`config.mk`:
```
export PLATFORM = sky130hd
export DESIGN_NAME = periodic_step_waveform_lookup_core
export DESIGN_NICKNAME = d
export VERILOG_FILES = /design/src/rtl/psw_pkg.sv /design/src/rtl/psw_front.sv /design/src/rtl/psw_fifo.sv /design/src/rtl/psw_back.sv /design/src/rtl/periodic_step_waveform_lookup_core.sv
export VERILOG_INCLUDE_DIRS = /design/src /design/src/rtl
export SDC_FILE = /design/constraint.sdc
export NUM_CORES = 2
export LEC_CHECK = 0
export ABC_CLOCK_PERIOD_IN_PS = 4900
export BUFFER_PORTS_ARGS = -buffer_cell sky130_fd_sc_hd__buf_2
export CAP_MARGIN = 20
export CORE_MARGIN = 2
export CORE_UTILIZATION = 58
export CTS_BUF_LIST = sky130_fd_sc_hd__clkbuf_8
export DETAILED_ROUTE_END_ITERATION = 7
export HOLD_SLACK_MARGIN = 0.02
export PLACE_DENSITY_LB_ADDON = 0.05
export SETUP_SLACK_MARGIN = 0.05
export SKIP_CTS_REPAIR_TIMING = 1
export SLEW_MARGIN = 0
export SYNTH_ARGS = -nofsm -noshare
export SYNTH_HDL_FRONTEND = slang
export SYNTH_SLANG_ARGS = --single-unit
```
`constraint.sdc`:
```
create_clock -name clk -period 4.9 [get_ports clk]
set_input_delay 0.735 -clock clk [delete_from_list [all_inputs] [get_ports clk]]
set_output_delay 0.735 -clock clk [all_outputs]
set_load 0.05 [all_outputs]
```
`src/rtl/periodic_step_waveform_lookup_core_assert.svh`:
```
// assertion macros shared by the rtl
`ifndef PERIODIC_STEP_WAVEFORM_LOOKUP_CORE_ASSERT_SVH
`define PERIODIC_STEP_WAVEFORM_LOOKUP_CORE_ASSERT_SVH

`ifndef NO_ASSERTIONS
// same-cycle implication, off during reset
`define PSW_ASSERT_IMPL(lbl, clk, rst, ante, cons, msg) \
  lbl: assert property (@(posedge clk) disable iff (rst) (ante) |-> (cons)) \
    else $error(msg);
// next-cycle implication, off during reset
`define PSW_ASSERT_NEXT(lbl, clk, rst, ante, cons, msg) \
  lbl: assert property (@(posedge clk) disable iff (rst) (ante) |=> (cons)) \
    else $error(msg);
`else
`define PSW_ASSERT_IMPL(lbl, clk, rst, ante, cons, msg)
`define PSW_ASSERT_NEXT(lbl, clk, rst, ante, cons, msg)
`endif

`endif

```
`src/rtl/psw_pkg.sv`:
```
package psw_pkg;

  localparam int TABLE_DEPTH = 16;
  localparam int TIME_W      = 32;
  localparam int LEVEL_W     = 16;
  localparam int OUT_W       = LEVEL_W + 1;
  localparam int IDX_W       = $clog2(TABLE_DEPTH);
  localparam int SC_W        = 5;
  localparam int CNT_DIV_W   = $clog2(TIME_W);
  localparam int CFG_IDX_W   = 3;
  localparam int FIFO_DEPTH  = 2;
  localparam int FIFO_PTR_W  = $clog2(FIFO_DEPTH);
  localparam int FIFO_CNT_W  = $clog2(FIFO_DEPTH + 1);

  localparam logic OP_WRITE = 1'b0;
  localparam logic OP_EVAL  = 1'b1;

  localparam logic [CFG_IDX_W-1:0] REG_PERIOD         = 3'd0;
  localparam logic [CFG_IDX_W-1:0] REG_PREAPPLY_TIME  = 3'd1;
  localparam logic [CFG_IDX_W-1:0] REG_PREAPPLY_LEVEL = 3'd2;
  localparam logic [CFG_IDX_W-1:0] REG_AMP_SHIFT      = 3'd3;
  localparam logic [CFG_IDX_W-1:0] REG_STEP_COUNT     = 3'd4;

  typedef enum logic [1:0] {
    K_WRITE,
    K_ZERO,
    K_PRE,
    K_EVAL
  } kind_t;

  typedef enum logic [1:0] {
    B_IDLE,
    B_DIV,
    B_WALK,
    B_LAST
  } back_state_t;

  typedef struct packed {
    logic [TIME_W-1:0]         period;
    logic [TIME_W-1:0]         preapply_time;
    logic signed [LEVEL_W-1:0] preapply_level;
    logic signed [LEVEL_W-1:0] amp_shift;
    logic [SC_W-1:0]           step_count;
  } cfg_t;

  // one classified beat in the queue
  typedef struct packed {
    kind_t                     kind;
    logic [IDX_W-1:0]          idx;
    logic [TIME_W-1:0]         tval;
    logic signed [LEVEL_W-1:0] lvl;
  } item_t;

endpackage

```
`src/rtl/psw_front.sv`:
```
module psw_front (
  input  logic                           start,
  input  logic                           full,
  input  logic                           opcode,
  input  logic [3:0]                     entry_index,
  input  logic [psw_pkg::TIME_W-1:0]     entry_time,
  input  logic signed [psw_pkg::LEVEL_W-1:0] entry_level,
  input  logic [psw_pkg::TIME_W-1:0]     sample_time,
  input  psw_pkg::cfg_t                  cfg,
  output logic                           push,
  output psw_pkg::item_t                 item
);
  import psw_pkg::*;

  assign push = start && !full;

  always_comb begin
    item.idx  = entry_index[IDX_W-1:0];
    item.tval = entry_time;
    item.lvl  = entry_level;
    if (opcode == OP_WRITE) begin
      item.kind = K_WRITE;
    end else if (cfg.period == '0) begin
      item.kind = K_ZERO;
    end else if (sample_time < cfg.preapply_time) begin
      item.kind = K_PRE;
      item.lvl  = cfg.preapply_level;
    end else begin
      // offset into the periodic part, reduced later by the back end
      item.kind = K_EVAL;
      item.tval = sample_time - cfg.preapply_time;
    end
  end

endmodule

```
`src/rtl/psw_fifo.sv`:
```
module psw_fifo (
  input  logic           clk,
  input  logic           rst,
  input  logic           push,
  input  psw_pkg::item_t push_item,
  input  logic           pop,
  output psw_pkg::item_t pop_item,
  output logic           full,
  output logic           empty
);
  import psw_pkg::*;
  `include "periodic_step_waveform_lookup_core_assert.svh"

  item_t                 slots [FIFO_DEPTH];
  logic [FIFO_PTR_W-1:0] wptr;
  logic [FIFO_PTR_W-1:0] rptr;
  logic [FIFO_CNT_W-1:0] count;

  assign full     = (count == FIFO_CNT_W'(FIFO_DEPTH));
  assign empty    = (count == '0);
  assign pop_item = slots[rptr];

  always_ff @(posedge clk) begin
    if (push) begin
      slots[wptr] <= push_item;
    end
  end

  always_ff @(posedge clk) begin
    if (rst) begin
      wptr  <= '0;
      rptr  <= '0;
      count <= '0;
    end else begin
      if (push) begin
        wptr <= (wptr == FIFO_PTR_W'(FIFO_DEPTH - 1)) ? '0 : wptr + 1'b1;
      end
      if (pop) begin
        rptr <= (rptr == FIFO_PTR_W'(FIFO_DEPTH - 1)) ? '0 : rptr + 1'b1;
      end
      count <= count + FIFO_CNT_W'(push) - FIFO_CNT_W'(pop);
    end
  end

  `PSW_ASSERT_IMPL(a_no_push_full, clk, rst, full, !push, "beat pushed into full queue")
  `PSW_ASSERT_IMPL(a_no_pop_empty, clk, rst, pop, !empty, "beat popped from empty queue")

endmodule

```
`src/rtl/psw_back.sv`:
```
module psw_back (
  input  logic                              clk,
  input  logic                              rst,
  input  psw_pkg::cfg_t                     cfg,
  input  logic                              empty,
  input  psw_pkg::item_t                    item,
  output logic                              pop,
  output logic signed [psw_pkg::OUT_W-1:0]  level_out,
  output logic                              done
);
  import psw_pkg::*;
  `include "periodic_step_waveform_lookup_core_assert.svh"

  logic [TIME_W-1:0]         times  [TABLE_DEPTH];
  logic signed [LEVEL_W-1:0] levels [TABLE_DEPTH];

  back_state_t               state;
  back_state_t               state_next;
  logic [TIME_W-1:0]         dvd;
  logic [TIME_W-1:0]         rem;
  logic [CNT_DIV_W-1:0]      cnt;
  logic [IDX_W-1:0]          widx;
  logic [IDX_W-1:0]          last_idx;
  logic [TIME_W-1:0]         rd_time;
  logic signed [LEVEL_W-1:0] rd_level;
  logic                      rd_ok;
  logic                      rd_first;
  logic signed [LEVEL_W-1:0] sel_level;
  logic                      hit;
  logic signed [LEVEL_W-1:0] pick;
  logic [TIME_W:0]           rem_sh;
  logic [TIME_W:0]           rem_diff;
  logic [TIME_W-1:0]         rem_next;
  logic                      mem_we;
  logic                      div_load;

  // entries in use, clamped to the table
  always_comb begin
    if (cfg.step_count == '0) begin
      last_idx = '0;
    end else if (cfg.step_count > SC_W'(TABLE_DEPTH)) begin
      last_idx = IDX_W'(TABLE_DEPTH - 1);
    end else begin
      last_idx = IDX_W'(cfg.step_count - 1'b1);
    end
  end

  // one restoring divide step
  always_comb begin
    rem_sh   = {rem, dvd[TIME_W-1]};
    rem_diff = rem_sh - {1'b0, cfg.period};
    rem_next = (rem_sh >= {1'b0, cfg.period}) ? rem_diff[TIME_W-1:0] : rem_sh[TIME_W-1:0];
  end

  // last entry at or below the reduced time wins, entry 0 as fallback
  assign hit  = rd_ok && (rd_first || (rd_time <= rem));
  assign pick = hit ? rd_level : sel_level;

  always_comb begin
    state_next = state;
    case (state)
      B_IDLE: begin
        if (!empty && item.kind == K_EVAL) begin
          state_next = B_DIV;
        end
      end
      B_DIV: begin
        if (cnt == CNT_DIV_W'(TIME_W - 1)) begin
          state_next = B_WALK;
        end
      end
      B_WALK: begin
        if (widx == last_idx) begin
          state_next = B_LAST;
        end
      end
      B_LAST:  state_next = B_IDLE;
      default: state_next = B_IDLE;
    endcase
  end

  always_comb begin
    pop      = 1'b0;
    mem_we   = 1'b0;
    div_load = 1'b0;
    case (state)
      B_IDLE: begin
        pop      = !empty;
        mem_we   = !empty && item.kind == K_WRITE;
        div_load = !empty && item.kind == K_EVAL;
      end
      default: begin
        pop = 1'b0;
      end
    endcase
  end

  always_ff @(posedge clk) begin
    if (mem_we) begin
      times[item.idx]  <= item.tval;
      levels[item.idx] <= item.lvl;
    end
    rd_time  <= times[widx];
    rd_level <= levels[widx];
  end

  always_ff @(posedge clk) begin
    if (rst) begin
      state <= B_IDLE;
      done  <= 1'b0;
      rd_ok <= 1'b0;
      widx  <= '0;
      cnt   <= '0;
    end else begin
      state <= state_next;
      done  <= 1'b0;
      rd_ok <= (state == B_WALK);
      if (state == B_WALK) begin
        widx <= widx + 1'b1;
      end else begin
        widx <= '0;
      end
      if (div_load) begin
        cnt <= '0;
      end else if (state == B_DIV) begin
        cnt <= cnt + 1'b1;
      end
      if (pop && item.kind == K_ZERO) begin
        done <= 1'b1;
      end
      if (pop && item.kind == K_PRE) begin
        done <= 1'b1;
      end
      if (state == B_LAST) begin
        done <= 1'b1;
      end
    end
  end

  always_ff @(posedge clk) begin
    rd_first <= (widx == '0);
    if (div_load) begin
      dvd <= item.tval;
      rem <= '0;
    end else if (state == B_DIV) begin
      dvd <= {dvd[TIME_W-2:0], 1'b0};
      rem <= rem_next;
    end
    if (state == B_WALK && hit) begin
      sel_level <= rd_level;
    end
    if (pop && item.kind == K_ZERO) begin
      level_out <= '0;
    end else if (pop && item.kind == K_PRE) begin
      level_out <= OUT_W'(item.lvl);
    end else if (state == B_LAST) begin
      level_out <= OUT_W'(pick) + OUT_W'(cfg.amp_shift);
    end
  end

  `PSW_ASSERT_IMPL(a_rem_below_period, clk, rst, state == B_DIV, rem < cfg.period,
    "remainder not reduced below period")
  `PSW_ASSERT_IMPL(a_walk_in_range, clk, rst, state == B_WALK, widx <= last_idx,
    "table walk past last entry in use")
  `PSW_ASSERT_NEXT(a_last_gives_beat, clk, rst, state == B_LAST, done,
    "evaluation finished without a result beat")

endmodule

```
`src/rtl/periodic_step_waveform_lookup_core.sv`:
```
// a table write goes through the queue into the table memory; a zero-period or pre-apply
//   level through it to level_out; an evaluate through 32 divide steps and a table walk
// throughput: other beats one per cycle while the back end is idle; it takes no new beat
//   in an evaluate; a two-entry queue lets the front take beats while the back end works
// reset (synchronous, active high): config to defaults, queue empty, no result pending,
//   table undefined until written; done is a one-cycle strobe, the receiver cannot stall it
module periodic_step_waveform_lookup_core (
  input  logic                                clk,
  input  logic                                rst,
  // command channel
  input  logic                                start,
  output logic                                busy,
  input  logic                                opcode,
  input  logic [3:0]                          entry_index,
  input  logic [psw_pkg::TIME_W-1:0]          entry_time,
  input  logic signed [psw_pkg::LEVEL_W-1:0]  entry_level,
  input  logic [psw_pkg::TIME_W-1:0]          sample_time,
  // result channel
  output logic signed [psw_pkg::OUT_W-1:0]    level_out,
  output logic                                done,
  // configuration write port
  input  logic                                cfg_we,
  input  logic [psw_pkg::CFG_IDX_W-1:0]       cfg_index,
  input  logic [psw_pkg::TIME_W-1:0]          cfg_data
);
  import psw_pkg::*;

  cfg_t  cfg;
  logic  push;
  item_t push_item;
  logic  pop;
  item_t pop_item;
  logic  full;
  logic  empty;

  // config register file, indexes past the list are dropped
  always_ff @(posedge clk) begin
    if (rst) begin
      cfg.period         <= '0;
      cfg.preapply_time  <= '0;
      cfg.preapply_level <= '0;
      cfg.amp_shift      <= '0;
      cfg.step_count     <= SC_W'(1);
    end else if (cfg_we) begin
      case (cfg_index)
        REG_PERIOD:         cfg.period         <= cfg_data;
        REG_PREAPPLY_TIME:  cfg.preapply_time  <= cfg_data;
        REG_PREAPPLY_LEVEL: cfg.preapply_level <= cfg_data[LEVEL_W-1:0];
        REG_AMP_SHIFT:      cfg.amp_shift      <= cfg_data[LEVEL_W-1:0];
        REG_STEP_COUNT:     cfg.step_count     <= cfg_data[SC_W-1:0];
        default: begin
          cfg.step_count <= cfg.step_count;
        end
      endcase
    end
  end

  // the front only refuses a beat when the queue is full
  assign busy = full;

  // front: classify each beat (table write, zero period, pre-apply, periodic lookup)
  psw_front u_front (
    .start       (start),
    .full        (full),
    .opcode      (opcode),
    .entry_index (entry_index),
    .entry_time  (entry_time),
    .entry_level (entry_level),
    .sample_time (sample_time),
    .cfg         (cfg),
    .push        (push),
    .item        (push_item)
  );

  // short queue between front and back, keeps beat order so writes and lookups stay in order
  psw_fifo u_fifo (
    .clk       (clk),
    .rst       (rst),
    .push      (push),
    .push_item (push_item),
    .pop       (pop),
    .pop_item  (pop_item),
    .full      (full),
    .empty     (empty)
  );

  // back: table memory, serial modulo by period, table walk and level add
  psw_back u_back (
    .clk       (clk),
    .rst       (rst),
    .cfg       (cfg),
    .empty     (empty),
    .item      (pop_item),
    .pop       (pop),
    .level_out (level_out),
    .done      (done)
  );

endmodule
```
=== Word level (Yosys, flattened, before mapping) ===
Memory sizes are Yosys's and may differ from the RTL's. A register that Yosys moved wholly into a read port is not among the register bits.
Index checks and enable logic that the tools add are counted.

* Add/sub/neg operators: 10
* $lt $le $gt $ge: 4
* Multiplexer cells: 33
* Reductions and logical operators: 27
* Eq/ne operators: 16
* Bitwise gates (word level): 1

{| class="wikitable"
|+ Operator list
! cell !! number
|-
| $mux W32 || 4
|-
| $mux W48 || 2
|-
| $sub A32 B32 Y32 || 2
|-
| $mux W17 || 2
|-
| $ge A33 B32 Y1 || 1
|-
| $le A32 B32 Y1 || 1
|-
| $logic_not A32 Y1 || 1
|-
| $lt A32 B32 Y1 || 1
|-
| $mux W16 || 2
|-
| $add A16 B16 Y17 || 1
|-
| $mux W1 || 15
|-
| $eq A2 B2 Y1 const B || 5
|-
| $mux W2 || 5
|-
| $reduce_and A2 Y1 || 5
|-
| $mux W4 || 2
|-
| $pmux W2 S4 || 1
|-
| $logic_and A1 B1 Y1 || 7
|-
| $eq A3 B2 Y1 const B || 2
|-
| $logic_not A2 Y1 || 3
|-
| $ne A2 B1 Y1 const B || 3
|-
| $add A5 B1 Y5 const B || 1
|-
| $eq A5 B5 Y1 const B || 1
|-
| $gt A5 B5 Y1 const B || 1
|-
| $logic_not A5 Y1 || 1
|-
| 17 further kinds || 22
|}

* RAM bits: 876
* Input port bits: 124
* Output and inout bits: 19
* Logic and storage cells: 112
* Memories: 3
* Bits in registers: 216

{| class="wikitable"
|+ Memories
! memory !! words !! width !! read ports !! clocked after memory_dff !! wr ports !! RTL line !! source
|-
| u_back.times || 16 || 32 || 1 || 1 || 1 || psw_back.sv:14 || <nowiki>logic [TIME_W-1:0] times [TABLE_DEPTH];</nowiki>
|-
| u_back.levels || 16 || 16 || 1 || 1 || 1 || psw_back.sv:15 || <nowiki>logic signed [LEVEL_W-1:0] levels [TABLE_DEPTH];</nowiki>
|-
| u_fifo.slots || 2 || 54 || 1 || 1 || 1 || psw_fifo.sv:14 || <nowiki>item_t slots [FIFO_DEPTH];</nowiki>
|}

=== Longest topological paths before layout ===
* Depth in word-level cells: 7
* Gate-level depth with buffers: 22
* Gate-level depth less buffers: 22

=== Hierarchy ===
A second synthesis with hierarchy kept.

* Cells, all modules: 3102
* Area, all modules: 49468.7 µm²

{| class="wikitable"
|+ By module, submodules not included
! module !! cells each !! seq. area each (µm²) !! times used !! area each (µm²)
|-
| psw_back || 2167 || 26725.6 || 1 || 38270.5
|-
| psw_fifo || 189 || 3343.2 || 1 || 4366.7
|-
| periodic_step_waveform_lookup_core || 369 || 2021.9 || 1 || 4083.9
|-
| psw_front || 377 || 0.0 || 1 || 2747.6
|}

=== Least setup slack after synthesis ===
Ideal clock, no wire load.

* Path kind: register to register
* From: register u_back.rem[31]
* To: register u_back.level_out[14] (netlist bit)
* Data arrival time: 4605 ps
* Clock period less this slack: 4696 ps
* Buffers on the path: 0
* Path slack: 204 ps
* Required time: 4809 ps
* Setup time: 91 ps
* Stages on the path, launching flop included: 20
* Cell sequence: dfxtp_1 -> inv_1 -> ha_1 -> nand4_1 -> or2_2 -> nor4_1 -> o32ai_1 -> o211a_1 -> o21ai_1 -> mux2_2 -> ha_1 -> fa_1 -> a211oi_1 -> o21bai_1 -> a31oi_1 -> o21ai_0 -> o41ai_1 -> o21ai_0 -> xnor2_1 -> a311oi_1

* Word-level cells in the longest chain between the ends: 7

{| class="wikitable"
|+ RTL lines
! element !! RTL line !! source
|-
| start: declaration || psw_back.sv:20 || <nowiki>logic [TIME_W-1:0] rem;</nowiki>
|-
| start signal: assignment || psw_back.sv:147 || <nowiki>rem <= rem_next;</nowiki>
|-
| $le A32 B32 Y1 || psw_back.sv:56 || <nowiki>assign hit = rd_ok && (rd_first || (rd_time <= rem));</nowiki>
|-
| $logic_or A1 B1 Y1 || psw_back.sv:56 ||
|-
| $logic_and A1 B1 Y1 || psw_back.sv:56 ||
|-
| $mux W16 || psw_back.sv:57 || <nowiki>assign pick = hit ? rd_level : sel_level;</nowiki>
|-
| $add A16 B16 Y17 || psw_back.sv:157 || <nowiki>level_out <= OUT_W'(pick) + OUT_W'(cfg.amp_shift);</nowiki>
|-
| $mux W17 || psw_back.sv:156 || <nowiki>end else if (state == B_LAST) begin</nowiki>
|-
| $mux W17 || psw_back.sv:154 || <nowiki>end else if (pop && item.kind == K_PRE) begin</nowiki>
|-
| end signal: assignment || psw_back.sv:155 || <nowiki>level_out <= OUT_W'(item.lvl);</nowiki>
|-
| end signal: assignment || psw_back.sv:157 ||
|-
| end: declaration || psw_back.sv:8 || <nowiki>output logic signed [psw_pkg::OUT_W-1:0] level_out,</nowiki>
|}

No other way between the ends. The select of a mux whose other input is x is not followed.
A chain may end at the register's enable or synchronous reset.

=== Worst setup path in the final report ===
* From: register u_back.rem[25]
* To: register u_back.level_out[13] (netlist bit)

The elaborated chain is that of the path after synthesis.

==> impl_metrics.env <==
export IMPL_wl_mm=118
export IMPL_critPathMaxStageDelay_ps=390
export IMPL_dieArea_um2=85000
export IMPL_syn_nets=3313
export IMPL_io_pins=143
export IMPL_coreArea_um2=82000
export IMPL_r2r_start="u_back.rem[25]"
export IMPL_slowest_stage="mux2_2"
export IMPL_grt_max_degree=84
export IMPL_ant_nets=0
export IMPL_areaGrowthSynthToFinish_pct=13.5
export IMPL_syn_inst=3062
export IMPL_critPathTopFamily="compound AO/OA/AOI/OAI gates"
export IMPL_avgViaCountPerCell=6.05
export IMPL_die_y_um=292
export IMPL_slew_viol_final=0
export IMPL_crit_top_cell="buf_4"
export IMPL_crit_arrival_ps=5410
export IMPL_critPathLaunchType="flip-flop"
export IMPL_hold_viol_final=0
export IMPL_switching_share_pct=29.6
export IMPL_htree_num_levels=4
export IMPL_timing_rr_end="u_back.level_out[13]"
export IMPL_worstSkewPairLatency_ps=850
export IMPL_wl_met1_mm=47.5
export IMPL_powerDensity_nw_per_um2=474
export IMPL_fin_worst_skew_ps=37.7
export IMPL_ir_drop_mv=0.406
export IMPL_outcome="finished clean"
export IMPL_wl_per_cell_um=25.7
export IMPL_dr_wl_met2_mm=60.0
export IMPL_clk_pin_slew_ps=60
export IMPL_rrSetupSlack_ps=240
export IMPL_ys_warn_count=0
export IMPL_cts_buffers=180
export IMPL_p_clk_share_pct=30.4
export IMPL_drc=0
export IMPL_pwr_share_seq_pct=47.0
export IMPL_clock_sinks=1141
export IMPL_start_util_pct=58.5
export IMPL_netlist_top_cells_count="edfxtp_1 (924), nand2_1 (293), mux4_2 (240)"
export IMPL_synth_edff_count=924
export IMPL_grt_pass1_wl_mm=174
export IMPL_grt_util_all_layers_pct=27.9
export IMPL_fin_nets=3609
export IMPL_place_gp_congestion=0.941
export IMPL_ys_seq_area_share_pct=66.9
export IMPL_crit_chain="inv_1, ha_4, nand4_1, or2_2, nor4_4, buf_4, o32ai_2, o211a_1, o21ai_4, mux2_2, ha_1, a211o_1, a2111oi_4, buf_4, o21ai_1, a41oi_2, o21bai_1, a21oi_1, xnor2_1, mux2i_1, a211oi_2"
export IMPL_postSynth_asyncResetShare_pct=0
export IMPL_tightest_slew_ps=1100
export IMPL_netlist_area_leader_share_pct=57.8
export IMPL_yosysMostFrequentCell="edfxtp_1"
export IMPL_synth_seq_cells=1141
export IMPL_period_minus_slack_ps=4660
export IMPL_layout_drive_gt1_share_pct=26.1
export IMPL_syn_avg_cell_area_um2=15.7
export IMPL_path_class="flip-flop to flip-flop"
export IMPL_placed_cells=4243
export IMPL_highest_layer="met4"
export IMPL_initialDrtViolationCount=2615
export IMPL_fin_crit_sh_pct=95.1
export IMPL_cp_depth=21
export IMPL_layout_cells_non_filler=4580
export IMPL_crit_fanout=4
export IMPL_place_port_buffers=142
export IMPL_cp_end_kind="flip-flop"
export IMPL_p_sw_mw=7.64
export IMPL_drv_cap=0
export IMPL_drtPass1Iterations=8
export IMPL_slew_limit_headroom_pct=26.4
export IMPL_crit_end="u_back.level_out[13]"
export IMPL_cp_num_buf_inv=3
export IMPL_clock_path_buffers=3
export IMPL_crit_required_ps=5650
export IMPL_hold_path_class="input pin to flip-flop"
export IMPL_yosysTopAreaCell="edfxtp_1"
export IMPL_dr_wl_met3_mm=6.44
export IMPL_critPathLaunch="u_back.rem[25]"
export IMPL_p_leak_nw=18.7
export IMPL_dieWidth_um=292
export IMPL_rows=105
export IMPL_grt_pass1_vias=28300
export IMPL_p_comb_share_pct=22.6
export IMPL_route_vias_total=27700
export IMPL_tns_ps=0
export IMPL_synth_area_leaders="edfxtp_1 (58%), mux4_2 (11%), dfxtp_1 (9.1%)"
export IMPL_dp_hpwl_mm=72.5
export IMPL_synth_cell_types=77
export IMPL_antenna_found_initial=2
export IMPL_gr_total_overflow=0
export IMPL_cts_root_buf="clkbuf_8"
export IMPL_internal_power_mw=18.2
export IMPL_synthFlopType="edfxtp_1"
export IMPL_syn_area_um2=48000
export IMPL_setup_violations_final=0
export IMPL_cts_tree="yes"
export IMPL_fillers=5784
export IMPL_max_freq_mhz=215
export IMPL_worstRegToRegCells=21
area by class of cell:
class                      instances  area (um2)  share of cell area [%]
timing repair buffer             256        1860                    3.41
tap                             1070        1340                    2.46
clock inverter                   116         601                    1.10
multi-input combinational       1643       15100                    27.7
inverter                         136         510                   0.937
clock buffer                     216        2970                    5.46
sequential                      1141       32100                    59.0
antenna                            2        5.00                 0.00919
per-layer routing:
layer | GRT usage (%) | vias to the layer above
met1 | 36.8 | 14200
met4 | 9.88 | 0
met2 | 47.6 | 926
li1 | - | 12400
met3 | 4.35 | 189
met5 | 0 | -
cells in the final DEF (no fill, tap or decap), drive strengths merged, types with 14 or more instances in the layout:
cell and count:
edfxtp 924, nand2 293, buf 256, mux4 240, dfxtp 217, clkbuf 216
inv 205, a21oi 204, ha 124, nor2 119, mux2 118, o21ai 102
a21o 45, xnor2 42, clkinv 41, mux2i 40, xor2 36, nand4 24
nor3 24, nand3 22, nand2b 16, a211oi 14
sequential cells by signal, summed over array words and instances (netlist names), 17 cells and up, named ones only:
signal	flops
u_back.rd_time	32
u_back.level_out	17
cfg	101
u_back.rem	32
u_back.times	512
u_back.dvd	32
u_fifo.slots	108
u_back.levels	256
through the flow:
step | power (mW) | setup WS, ps | util, % | cell area, um2 | hold WS (ps)
floorplan | 16.2 | 204 | - | 48000 | 404
global placement | 17.9 | -278 | 61.8 | 50700 | 422
detailed placement | 18.1 | -375 | 61.8 | 50700 | 424
CTS | 25.9 | -442 | 66.2 | 54300 | 13.2
global route | 27.0 | -11.3 | 66.4 | 54500 | 32.1
finish | 25.8 | 240 | 66.4 | 54500 | 89.5
power by group through the flow:
stage          combinational [mW]  clock (mW)  sequential [mW]
5_1_grt                      6.34        8.45             12.2
3_5_place_dp                 5.76           0             12.3
6_report                     5.83        7.85             12.1
4_1_cts                      5.79        8.02             12.1
2_1_floorplan                3.77           0             12.4
3_3_place_gp                 5.61           0             12.3
how the worst min path moves through the flow:
stage | start | endpoint | slack [ps] | cells past startpoint
after floorplan | u_back.rd_level[0] | u_back.sel_level[0] | 400 | 0
after global placement | u_back.rd_level[11] | u_back.sel_level[11] | 420 | 0
after detailed placement | u_back.rd_level[14] | u_back.sel_level[14] | 420 | 0
after CTS | entry_index[0] | u_fifo.slots[1][48] | 10 | 1
after global routing | entry_index[3] | u_fifo.slots[1][51] | 30 | 1
final | entry_index[0] | u_fifo.slots[1][48] | 90 | 1
kinds of logic (layout without fill, tap and decap cells):
logic type	Yosys count	count (layout)	synth area share (%)
XOR/XNOR	78	78	1.42
AO/OA/AOI/OAI	477	477	6.06
buffers and inverters	278	724	2.23
multiplexers	398	398	14.9
other	0	2	0
flip-flops	1141	1141	66.9
AND/OR/NAND/NOR	562	562	5.13
adder cells (fa/ha/maj)	128	128	3.38
Note: power is estimated with default switching activity, not from simulation.
